===== src/hdl/rse_pkg.sv =====
// Shared types, constants and GF(256) arithmetic for the RS(255,223) encoder.
package rse_pkg;

    // Number of parity bytes and the low byte of the field polynomial x^8+x^7+x^2+x+1
    localparam int NPAR = 32;
    localparam int CNT_W = $clog2(NPAR);
    localparam logic [7:0] GF_POLY_LOW = 8'h87;

    // Generator coefficients G0..G16 as powers of alpha; G(32-j) equals Gj
    localparam logic [7:0] GEN_LOG [0:16] = '{
        8'd0, 8'd249, 8'd59, 8'd66, 8'd4, 8'd43, 8'd126, 8'd251, 8'd97,
        8'd30, 8'd3, 8'd213, 8'd50, 8'd66, 8'd170, 8'd5, 8'd24
    };

    // Control word handed from the top level to every cell
    typedef struct packed {
        logic fold;   // fold the feedback into the parity byte
        logic clear;  // end of frame: parity byte returns to zero
        logic load;   // capture the folded byte for output
        logic shift;  // advance the output chain by one byte
    } rse_ctrl_t;

    // Multiply two field elements, one bit of b per step
    function automatic logic [7:0] gf_mul(input logic [7:0] a, input logic [7:0] b);
        logic [7:0] x;
        logic [7:0] acc;
        x   = a;
        acc = '0;
        for (int i = 0; i < 8; i++) begin
            if (b[i]) begin
                acc = acc ^ x;
            end
            x = {x[6:0], 1'b0} ^ (x[7] ? GF_POLY_LOW : 8'h00);
        end
        return acc;
    endfunction

    // Raise alpha to a power; used only to build constant coefficients
    function automatic logic [7:0] gf_alpha(input logic [7:0] k);
        logic [7:0] v;
        v = 8'h01;
        for (int i = 0; i < 255; i++) begin
            if (i < int'(k)) begin
                v = gf_mul(v, 8'h02);
            end
        end
        return v;
    endfunction

endpackage


===== src/hdl/rse_cell.sv =====
// One parity cell: holds one parity byte and one byte of the output chain.
module rse_cell
    import rse_pkg::*;
#(
    parameter logic [7:0] COEF = 8'h01
) (
    input  logic       aclk,
    input  logic       aresetn,
    input  rse_ctrl_t  ctrl,
    input  logic [7:0] fb,
    input  logic [7:0] up_par,
    input  logic [7:0] up_out,
    output logic [7:0] par,
    output logic [7:0] out_byte
);

    logic [7:0] par_reg;
    logic [7:0] par_next;
    logic [7:0] out_reg;
    logic [7:0] out_next;
    logic [7:0] folded;

    // Fold: neighbour's byte plus feedback times the constant coefficient
    assign folded = up_par ^ gf_mul(fb, COEF);

    // Update parity: fold on every beat, clear at frame end
    always_comb begin
        par_next = par_reg;
        if (ctrl.fold) begin
            par_next = ctrl.clear ? 8'h00 : folded;
        end
    end

    // Load the finished parity or shift toward the output end
    always_comb begin
        out_next = out_reg;
        if (ctrl.load) begin
            out_next = folded;
        end else if (ctrl.shift) begin
            out_next = up_out;
        end
    end

    always_ff @(posedge aclk) begin
        if (!aresetn) begin
            par_reg <= '0;
        end else begin
            par_reg <= par_next;
        end
    end

    always_ff @(posedge aclk) begin
        out_reg <= out_next;
    end

    assign par      = par_reg;
    assign out_byte = out_reg;

endmodule


===== src/hdl/reed_solomon_255_223_encoder_core.sv =====
// Top level of the RS(255,223) encoder: cell chain and output beat control.
// The first parity beat is offered on m_tvalid in the cycle after the end-of-frame beat.
// Throughput: one data beat per cycle; the 32 parity beats leave at one per cycle while m_tready
// is high. An end-of-frame beat waits while the previous frame's parity drains, except during
// its final beat; data beats within a frame are never held. The cell chain sets the rate.
// Reset clears the parity registers and the output valid flag and beat count; output chain bytes keep their value.
module reed_solomon_255_223_encoder_core
    import rse_pkg::*;
(
    input  logic       aclk,
    input  logic       aresetn,
    input  logic       s_tvalid,
    output logic       s_tready,
    input  logic [7:0] s_tdata,   // [7:0] data_byte
    input  logic       s_tlast,   // end_of_frame
    output logic       m_tvalid,
    input  logic       m_tready,
    output logic [7:0] m_tdata,   // [7:0] parity_byte
    output logic       m_tlast    // parity_last
);

    logic             out_valid_reg;
    logic             out_valid_next;
    logic [CNT_W-1:0] out_cnt_reg;
    logic [CNT_W-1:0] out_cnt_next;
    logic             in_acc;
    logic             eof_acc;
    logic             out_acc;
    logic             out_done;
    logic             out_free;
    logic [7:0]       fb;
    rse_ctrl_t        ctrl;
    logic [7:0]       par_w [0:NPAR-1];
    logic [7:0]       out_w [0:NPAR-1];

    // Handshakes; the chain may reload once its last beat leaves
    assign out_acc  = m_tvalid && m_tready;
    assign out_done = out_acc && (out_cnt_reg == CNT_W'(NPAR - 1));
    assign out_free = !out_valid_reg || out_done;
    assign s_tready = out_free || !s_tlast;
    assign in_acc   = s_tvalid && s_tready;
    assign eof_acc  = in_acc && s_tlast;

    // Feedback into every cell
    assign fb = s_tdata ^ par_w[0];

    assign ctrl.fold  = in_acc;
    assign ctrl.clear = eof_acc;
    assign ctrl.load  = eof_acc;
    assign ctrl.shift = out_acc;

    // Build the chain; cell j takes coefficient index j+1 mirrored about the middle
    for (genvar j = 0; j < NPAR; j++) begin : g_cell
        localparam int K = j + 1;
        localparam int G = (K <= NPAR / 2) ? K : NPAR - K;
        localparam logic [7:0] C = gf_alpha(GEN_LOG[G]);
        logic [7:0] up_par;
        logic [7:0] up_out;
        if (j == NPAR - 1) begin : g_end
            assign up_par = 8'h00;
            assign up_out = 8'h00;
        end else begin : g_mid
            assign up_par = par_w[j+1];
            assign up_out = out_w[j+1];
        end
        rse_cell #(
            .COEF(C)
        ) u_cell (
            .aclk    (aclk),
            .aresetn (aresetn),
            .ctrl    (ctrl),
            .fb      (fb),
            .up_par  (up_par),
            .up_out  (up_out),
            .par     (par_w[j]),
            .out_byte(out_w[j])
        );
    end

    // Track the parity beats still to deliver
    always_comb begin
        out_valid_next = out_valid_reg;
        out_cnt_next   = out_cnt_reg;
        if (eof_acc) begin
            out_valid_next = 1'b1;
            out_cnt_next   = '0;
        end else if (out_done) begin
            out_valid_next = 1'b0;
        end else if (out_acc) begin
            out_cnt_next = out_cnt_reg + CNT_W'(1);
        end
    end

    always_ff @(posedge aclk) begin
        if (!aresetn) begin
            out_valid_reg <= 1'b0;
            out_cnt_reg   <= '0;
        end else begin
            out_valid_reg <= out_valid_next;
            out_cnt_reg   <= out_cnt_next;
        end
    end

    assign m_tvalid = out_valid_reg;
    assign m_tdata  = out_w[0];
    assign m_tlast  = (out_cnt_reg == CNT_W'(NPAR - 1));

    // A frame end starts a fresh run of parity beats
    a_load_starts: assert property (@(posedge aclk) disable iff (!aresetn)
        eof_acc |=> m_tvalid && (out_cnt_reg == '0))
        else $error("parity run did not start after frame end");

    // The final parity beat empties the chain unless a new frame reloads it
    a_drain_ends: assert property (@(posedge aclk) disable iff (!aresetn)
        out_done && !eof_acc |=> !m_tvalid)
        else $error("output still valid after last parity beat");

    // A non-final parity beat keeps the run going
    a_run_continues: assert property (@(posedge aclk) disable iff (!aresetn)
        out_acc && !m_tlast |=> m_tvalid)
        else $error("parity run cut short");

    // The parity register is cleared behind every frame end
    a_cleared: assert property (@(posedge aclk) disable iff (!aresetn)
        eof_acc |=> (par_w[0] == 8'h00) && (par_w[NPAR-1] == 8'h00))
        else $error("parity register not cleared at frame end");

endmodule

===== config.mk =====
export PLATFORM = sky130hd
export DESIGN_NAME = reed_solomon_255_223_encoder_core
export DESIGN_NICKNAME = d
export VERILOG_FILES = /design/src/hdl/rse_pkg.sv /design/src/hdl/rse_cell.sv /design/src/hdl/reed_solomon_255_223_encoder_core.sv
export SDC_FILE = /design/constraint.sdc
export NUM_CORES = 1
export LEC_CHECK = 0
export ABC_AREA = 0
export ABC_CLOCK_PERIOD_IN_PS = 21100
export BUFFER_PORTS_ARGS = -buffer_cell sky130_fd_sc_hd__buf_4
export CAP_MARGIN = 30
export CELL_PAD_IN_SITES_DETAIL_PLACEMENT = 1
export CELL_PAD_IN_SITES_GLOBAL_PLACEMENT = 1
export CORE_ASPECT_RATIO = 1.5
export CORE_MARGIN = 2
export CORE_UTILIZATION = 30
export DETAILED_ROUTE_END_ITERATION = 8
export PLACE_DENSITY = 0.61
export SYNTH_ARGS = -nofsm -noshare
export SYNTH_HDL_FRONTEND = slang
export SYNTH_SLANG_ARGS = --single-unit

===== constraint.sdc =====
create_clock -name aclk -period 21.1 [get_ports aclk]
set_input_delay 3.165 -clock aclk [delete_from_list [all_inputs] [get_ports aclk]]
set_output_delay 3.165 -clock aclk [all_outputs]
set_load 0.1 [all_outputs]

==> impl_metrics.yaml, run 1 <==
outcome:
  outcome: "complete, no violations"
die:
  initial_core_util: 0.302
  die_w_um: 232
  die_area_um2: 80300
  coreArea_um2: 77400
  die_height_um: 346
  rows: 125
  io_pins: 24
place:
  preCtsSetupSlack_ns: 13.86
  io_buffers: 23
  finalWeightedCongestion: 0.748
  dp_hpwl_um: 39400
  placed_cell_area_um2: 24900
clock_network:
  cts_tree: "yes"
  htreeDepth: 2
  cts_made_buffers: 49
  cts_hold_buf: 0
  cts_setup_buffers: 0
  cts.sinks: 518
  clkTransAtPathRegs_ns: 0.06
  cts_resized: 0
  root_buffer: "clkbuf_16"
  clock_latency_ns: 0.59
  clk_path_buf_depth: 3
global_routing:
  grt_overflow_total: 0
  antenna_found_initial: 0
  grt_pass1_vias: 16400
  grt_usage: 0.162
  grt_max_degree: 224
  grt_first_pass_wirelength_um: 100000
synthesis:
  synthesis.nets: 2127
  synth_top_family_by_area: "XOR/XNOR gates"
  synth_xor_area_frac: 0.182
  yosys.area_share.adder: 0.00107
  synth_area_um2: 23400
  yosys.area_share.simple: 0.111
  synth_compound_area_frac: 0.109
  yosys_register_bits: 518
  syn_area_per_cell_um2: 11.1
  synthCells: 2112
  yosys.cell_types.count: 31
  yosysWarnings: 0
  ys_seq_area_frac: 0.553
  synth_mux_area_frac: 0.0217
sta:
  finalHoldViolCount: 0
  fmax_mhz: 138
  worstMarginPinSlew_ns: 0.989
  min_period_ns: 7.23
  setup_viol: 0
  fin_ws_ns: 13.87
  slew_viol_final: 0
  rsz0062_at_grt: "no"
  fin_tns_setup_ns: 0
  finClkSkew_ns: 0.0176
  slew_headroom: 0.338
  layout_worst_path_cycle_share: 0.343
drt:
  wl_per_cell_um: 20.7
  wirelength_um: 65000
  first_pass_iters: 4
  viasPerCell: 4.83
  drt_drc_violations_left: 0
  first_iter_violations: 819
  ant_nets: 0
  vias: 15200
critical_path:
  critPathSlowestCell: "or2_2"
  cp_data_arrival_time_ns: 4.07
  cpMostUsedCell: "buf_4"
  critical_path_class: "input pin to output pin"
  cpPeakStageDelay_ns: 0.29
  startpoint_type: "input pin"
  crit_chain: "buf_4 > a21bo_2 > or2_2 > buf_4"
  cp-end-kind: "output pin"
  path_max_fanout: 4
  required_ns: 17.94
power_and_ir_drop:
  powerDensity_nw_per_um2: 163
  total_power_mw: 4.32
  leakage_nw: 10.4
  ir_worst_vdd_mv: 0.0784
hold_path:
  hp-class: "flip-flop to flip-flop"
final_layout:
  syn_to_final_growth_pct: 13.7
  fill_cells: 8490
  fin_nets: 2108
  layout-drive-gt1-share: 0.108
  antenna_cells: 0
  fin_area_um2: 26600
  fin_util: 0.343
flow_run:
  drv_cap: 0
[stage by stage]
step	std cells	hold slack, ns
after floorplan	2112	0.427
after global placement	3049	0.438
after detailed placement	3055	0.453
after CTS	3146	0.473
after global routing	3149	0.498
final	3149	0.467
[metal layers]
layer / vias to the layer above / global-route usage / part of all wire
met5: - / 0 / 0
met4: 0 / 0.0569 / 0.034
met3: 90 / 0.0153 / 0.023
met2: 193 / 0.302 / 0.53
met1: 7793 / 0.191 / 0.42
li1: 7133 / - / -
[power by group]
| part | switching (mW) | internal (mW) | total [mW] |
|---|---|---|---|
| Sequential | 0.114 | 1.31 | 1.43 |
| Clock | 0.400 | 0.505 | 0.904 |
| Combinational | 1.14 | 0.845 | 1.99 |
[worst max-delay path: cells and delay by family]
| family | cells | cell delay, ns |
|---|---|---|
| buffers and inverters | 2 | 0.35 |
| AOI/OAI and AO/OA | 1 | 0.26 |
| and+or+nand+nor | 1 | 0.29 |
[cell usage after synthesis]
| cell type | count | share of area |
|---|---|---|
| nor2_1 | 34 | 0.0055 |
| xnor2_1 | 129 | 0.048 |
| a21boi_0 | 1 | 0.00032 |
| xor2_1 | 145 | 0.054 |
| buf_2 | 9 | 0.0019 |
| xnor3_2 | 2 | 0.0020 |
| nand3_1 | 1 | 0.00021 |
| and2_1 | 126 | 0.034 |
| clkbuf_1 | 125 | 0.020 |
| xnor2_4 | 4 | 0.0047 |
| mux2_2 | 45 | 0.022 |
| or2_2 | 2 | 0.00053 |
| nand4_1 | 1 | 0.00027 |
| nor2b_1 | 25 | 0.0067 |
| xnor3_1 | 70 | 0.067 |
| nand2_1 | 396 | 0.064 |
| buf_1 | 3 | 0.00048 |
| a22oi_1 | 22 | 0.0071 |
| a21bo_2 | 1 | 0.00043 |
| a21oi_1 | 4 | 0.00086 |
| and3_1 | 1 | 0.00027 |
| ha_1 | 2 | 0.0011 |
| o21ai_0 | 386 | 0.083 |
| edfxtp_1 | 256 | 0.33 |
| dfxtp_1 | 262 | 0.22 |
| inv_1 | 2 | 0.00032 |
| xor2_2 | 1 | 0.00070 |
| o21a_1 | 20 | 0.0064 |
| o21ai_1 | 1 | 0.00021 |
| xnor2_2 | 7 | 0.0049 |
| a22o_1 | 29 | 0.011 |
[kinds of logic after synthesis]
group / after synthesis
mux: 45
fa+ha+maj: 2
xor+xnor: 358
buf+inv: 139
compound gates: 464
simple gates: 586
flops: 518
[final cells by class]
type | instances | area (um2) | area share
Sequential cell | 518 | 12900 | 0.486
Timing Repair Buffer | 67 | 631 | 0.0237
Multi-Input combinational cell | 1455 | 10100 | 0.381
Inverter | 2 | 7.51 | 0.000282
Clock inverter | 14 | 78.8 | 0.00296
Clock buffer | 77 | 1550 | 0.0582
Tap cell | 1016 | 1270 | 0.0478
[worst paths after layout]
path,startpoint,end,slack [ns],depth (start not counted)
min,out_cnt_reg[4]$_SDFFE_PP0P_,out_cnt_reg[4]$_SDFFE_PP0P_,0.47,2
max,m_tready,s_tready,13.87,4
min reg2reg,out_cnt_reg[4]$_SDFFE_PP0P_,out_cnt_reg[4]$_SDFFE_PP0P_,0.47,2
max reg2reg,out_cnt_reg[0]$_SDFFE_PP0P_,g_cell[10].u_cell.out_byte[6]$_DFFE_PP_,16.92,10
[cell usage in the layout (no fill, tap or decap), types with 2 or more instances in the layout]
| master | n |
|---|---|
| ha_1 | 2 |
| mux2_2 | 45 |
| xnor2_4 | 7 |
| xnor3_1 | 70 |
| buf_4 | 59 |
| or2_2 | 2 |
| xor2_2 | 3 |
| xnor3_2 | 2 |
| xnor2_2 | 17 |
| nor2b_1 | 24 |
| xor2_1 | 143 |
| clkbuf_8 | 13 |
| and2_1 | 125 |
| edfxtp_1 | 256 |
| buf_8 | 2 |
| o21a_1 | 20 |
| xnor2_1 | 116 |
| a21oi_1 | 4 |
| inv_1 | 2 |
| clkbuf_16 | 53 |
| buf_16 | 5 |
| o21ai_0 | 386 |
| nor2_1 | 34 |
| nand2_1 | 393 |
| a22o_1 | 29 |
| nand2_4 | 2 |
| a22oi_1 | 22 |
| dfxtp_1 | 262 |
| clkinv_2 | 11 |
| clkbuf_1 | 11 |
(Power assumes the default switching activity.)
==> run 2, diff against run 1 <==
Settings changed: ABC_CLOCK_PERIOD_IN_PS 21100 to 6400, PLACE_DENSITY 0.61 to 0.63.
Clock period 21.1 ns to 6.4 ns, I/O delays scaled along.
==> run 2 against run 1 <==
  * Routed wire length grew 2.5%
  * Worst setup slack worse by 11 ns
  * Register-to-register slack worse by 14 ns
  * Critical path depth rose by 3
  * Clock skew increased by 0.00052 ns
  * Core utilization fell by 0.28 points
  * Sequential power increased to 3.3 times the previous value
  * Via count about the same
  * Die area stayed put
  * Non-clock buffer count fell by 3
  * Cell count shrank 0.19%
  * Sequential share of layout area increased by 0.40 points
  * Largest power group unchanged
  * Highest routed layer unchanged
==> impl_metrics.yaml, run 2 (synthesis results as in run 1) <==
sta:
  min_period_ns: 3.50
  finalHoldViolCount: 0
  fin_tns_setup_ns: 0
  worstMarginPinSlew_ns: 1.04
  hold_slack_ns: 0.465
  fmax_mhz: 286
  setup_viol: 0
  slew_headroom: 0.307
  layout_worst_path_cycle_share: 0.547
  rsz0062_at_grt: "no"
  finClkSkew_ns: 0.0181
  slew_viol_final: 0
  fin_ws_ns: 2.90
drt:
  first_pass_iters: 4
  ant_nets: 0
  first_iter_violations: 694
  drt_drc_violations_left: 0
  wl_per_cell_um: 21.2
  vias: 15200
  viasPerCell: 4.84
  wirelength_um: 66700
critical_path:
  path_max_fanout: 100
  r2r_start: "out_cnt_reg[0]$_SDFFE_PP0P_"
  required_ns: 6.63
  critical_path_class: "flip-flop to flip-flop"
  cp-end-kind: "flip-flop"
  rr_worst_depth: 7
  startpoint_type: "flip-flop"
  cp_data_arrival_time_ns: 3.74
  rr_endpoint: "g_cell[26].u_cell.out_byte[2]$_DFFE_PP_"
  rrSetupSlack_ns: 2.90
clock_network:
  clk_path_buf_depth: 3
  cts.sinks: 518
  clkTransAtPathRegs_ns: 0.07
  cts_hold_buf: 0
  cts_tree: "yes"
  root_buffer: "clkbuf_16"
  cts_made_buffers: 48
  cts_setup_buffers: 0
  htreeDepth: 2
  clock_latency_ns: 0.58
  cts_resized: 0
global_routing:
  grt_overflow_total: 0
  grt_max_degree: 224
  grt_usage: 0.166
  grt_pass1_vias: 16300
  antenna_found_initial: 1
  grt_first_pass_wirelength_um: 102000
die:
  io_pins: 24
  initial_core_util: 0.302
  die_w_um: 232
  coreArea_um2: 77400
  rows: 125
  die_height_um: 346
  die_area_um2: 80300
final_layout:
  syn_to_final_growth_pct: 12.7
  layout.cells.most_common_list: "393 x nand2_1, 386 x o21ai_0, 262 x dfxtp_1, 256 x edfxtp_1, 143 x xor2_1"
  final_cells: 3143
  antenna_cells: 0
  mostFrequentLayoutCell: "nand2_1"
  fin_nets: 2104
  layout-drive-gt1-share: 0.100
flow_run:
  drv_cap: 0
power_and_ir_drop:
  ir_worst_vdd_mv: 0.219
  leakage_nw: 10.3
  total_power_mw: 14.2
  powerDensity_nw_per_um2: 537
place:
  preCtsSetupSlack_ns: 2.30
  place_inst: 3054
  finalWeightedCongestion: 0.761
  dp_hpwl_um: 41200
  io_buffers: 23
outcome:
  outcome: "complete, no violations"
hold_path:
  hold_depth: 2
  min_to: "g_cell[3].u_cell.par[7]$_SDFFE_PN0P_"
  hp-class: "flip-flop to flip-flop"
  hold_start: "g_cell[3].u_cell.par[7]$_SDFFE_PN0P_"
run 2: power by group:
group	switching (mW)	internal, mW
combinational	3.83	2.76
sequential	0.395	4.33
clock	1.31	1.54
total	5.53	8.63
run 2: metal layers:
layer  GRT usage  up-vias  routed length [um]
li1            -     7131                   -
met1       0.193     7778               27600
met2       0.311      194               35300
met3      0.0160       97                1370
met4      0.0621        0                2410
met5           0        -                   0
run 2: worst max path at each step:
| stage | startpoint | to | slack [ns] | depth (start not counted) |
|---|---|---|---|---|
| floorplan | out_cnt_reg[0]$_SDFFE_PP0P_ | g_cell[0].u_cell.out_byte[0]$_DFFE_PP_ | 0.03 | 10 |
| global placement | s_tdata[0] | g_cell[12].u_cell.out_byte[2]$_DFFE_PP_ | 2.37 | 6 |
| detailed placement | s_tdata[6] | g_cell[13].u_cell.out_byte[0]$_DFFE_PP_ | 2.30 | 6 |
| CTS | out_cnt_reg[0]$_SDFFE_PP0P_ | g_cell[26].u_cell.out_byte[2]$_DFFE_PP_ | 2.78 | 7 |
| global route | out_cnt_reg[0]$_SDFFE_PP0P_ | g_cell[1].u_cell.out_byte[2]$_DFFE_PP_ | 2.61 | 7 |
| finish | out_cnt_reg[0]$_SDFFE_PP0P_ | g_cell[26].u_cell.out_byte[2]$_DFFE_PP_ | 2.90 | 7 |
run 2: critical path, stage by stage, from the launching register on:
cell     delay, ns
dfxtp_1       0.37
ha_1          0.17
and3_1        0.16
ha_1          0.22
a21bo_2       0.23
nand3_4       0.52
nand2_8       0.90
buf_4         0.48
run 2: per-stage QoR:
stage                     area, um2   util
after floorplan               23400      -
after global placement        24800  0.321
after detailed placement      24800  0.321
after CTS                     26300  0.340
after global routing          26400  0.341
final                         26400  0.341
run 2: cell type report:
type	instances	area (um2)
Clock buffer	67	1370
Clock inverter	21	121
Fill cell	8477	51000
Inverter	2	7.51
Multi-Input combinational cell	1455	10100
Sequential cell	518	12900
Tap cell	1016	1270
Timing Repair Buffer	64	567
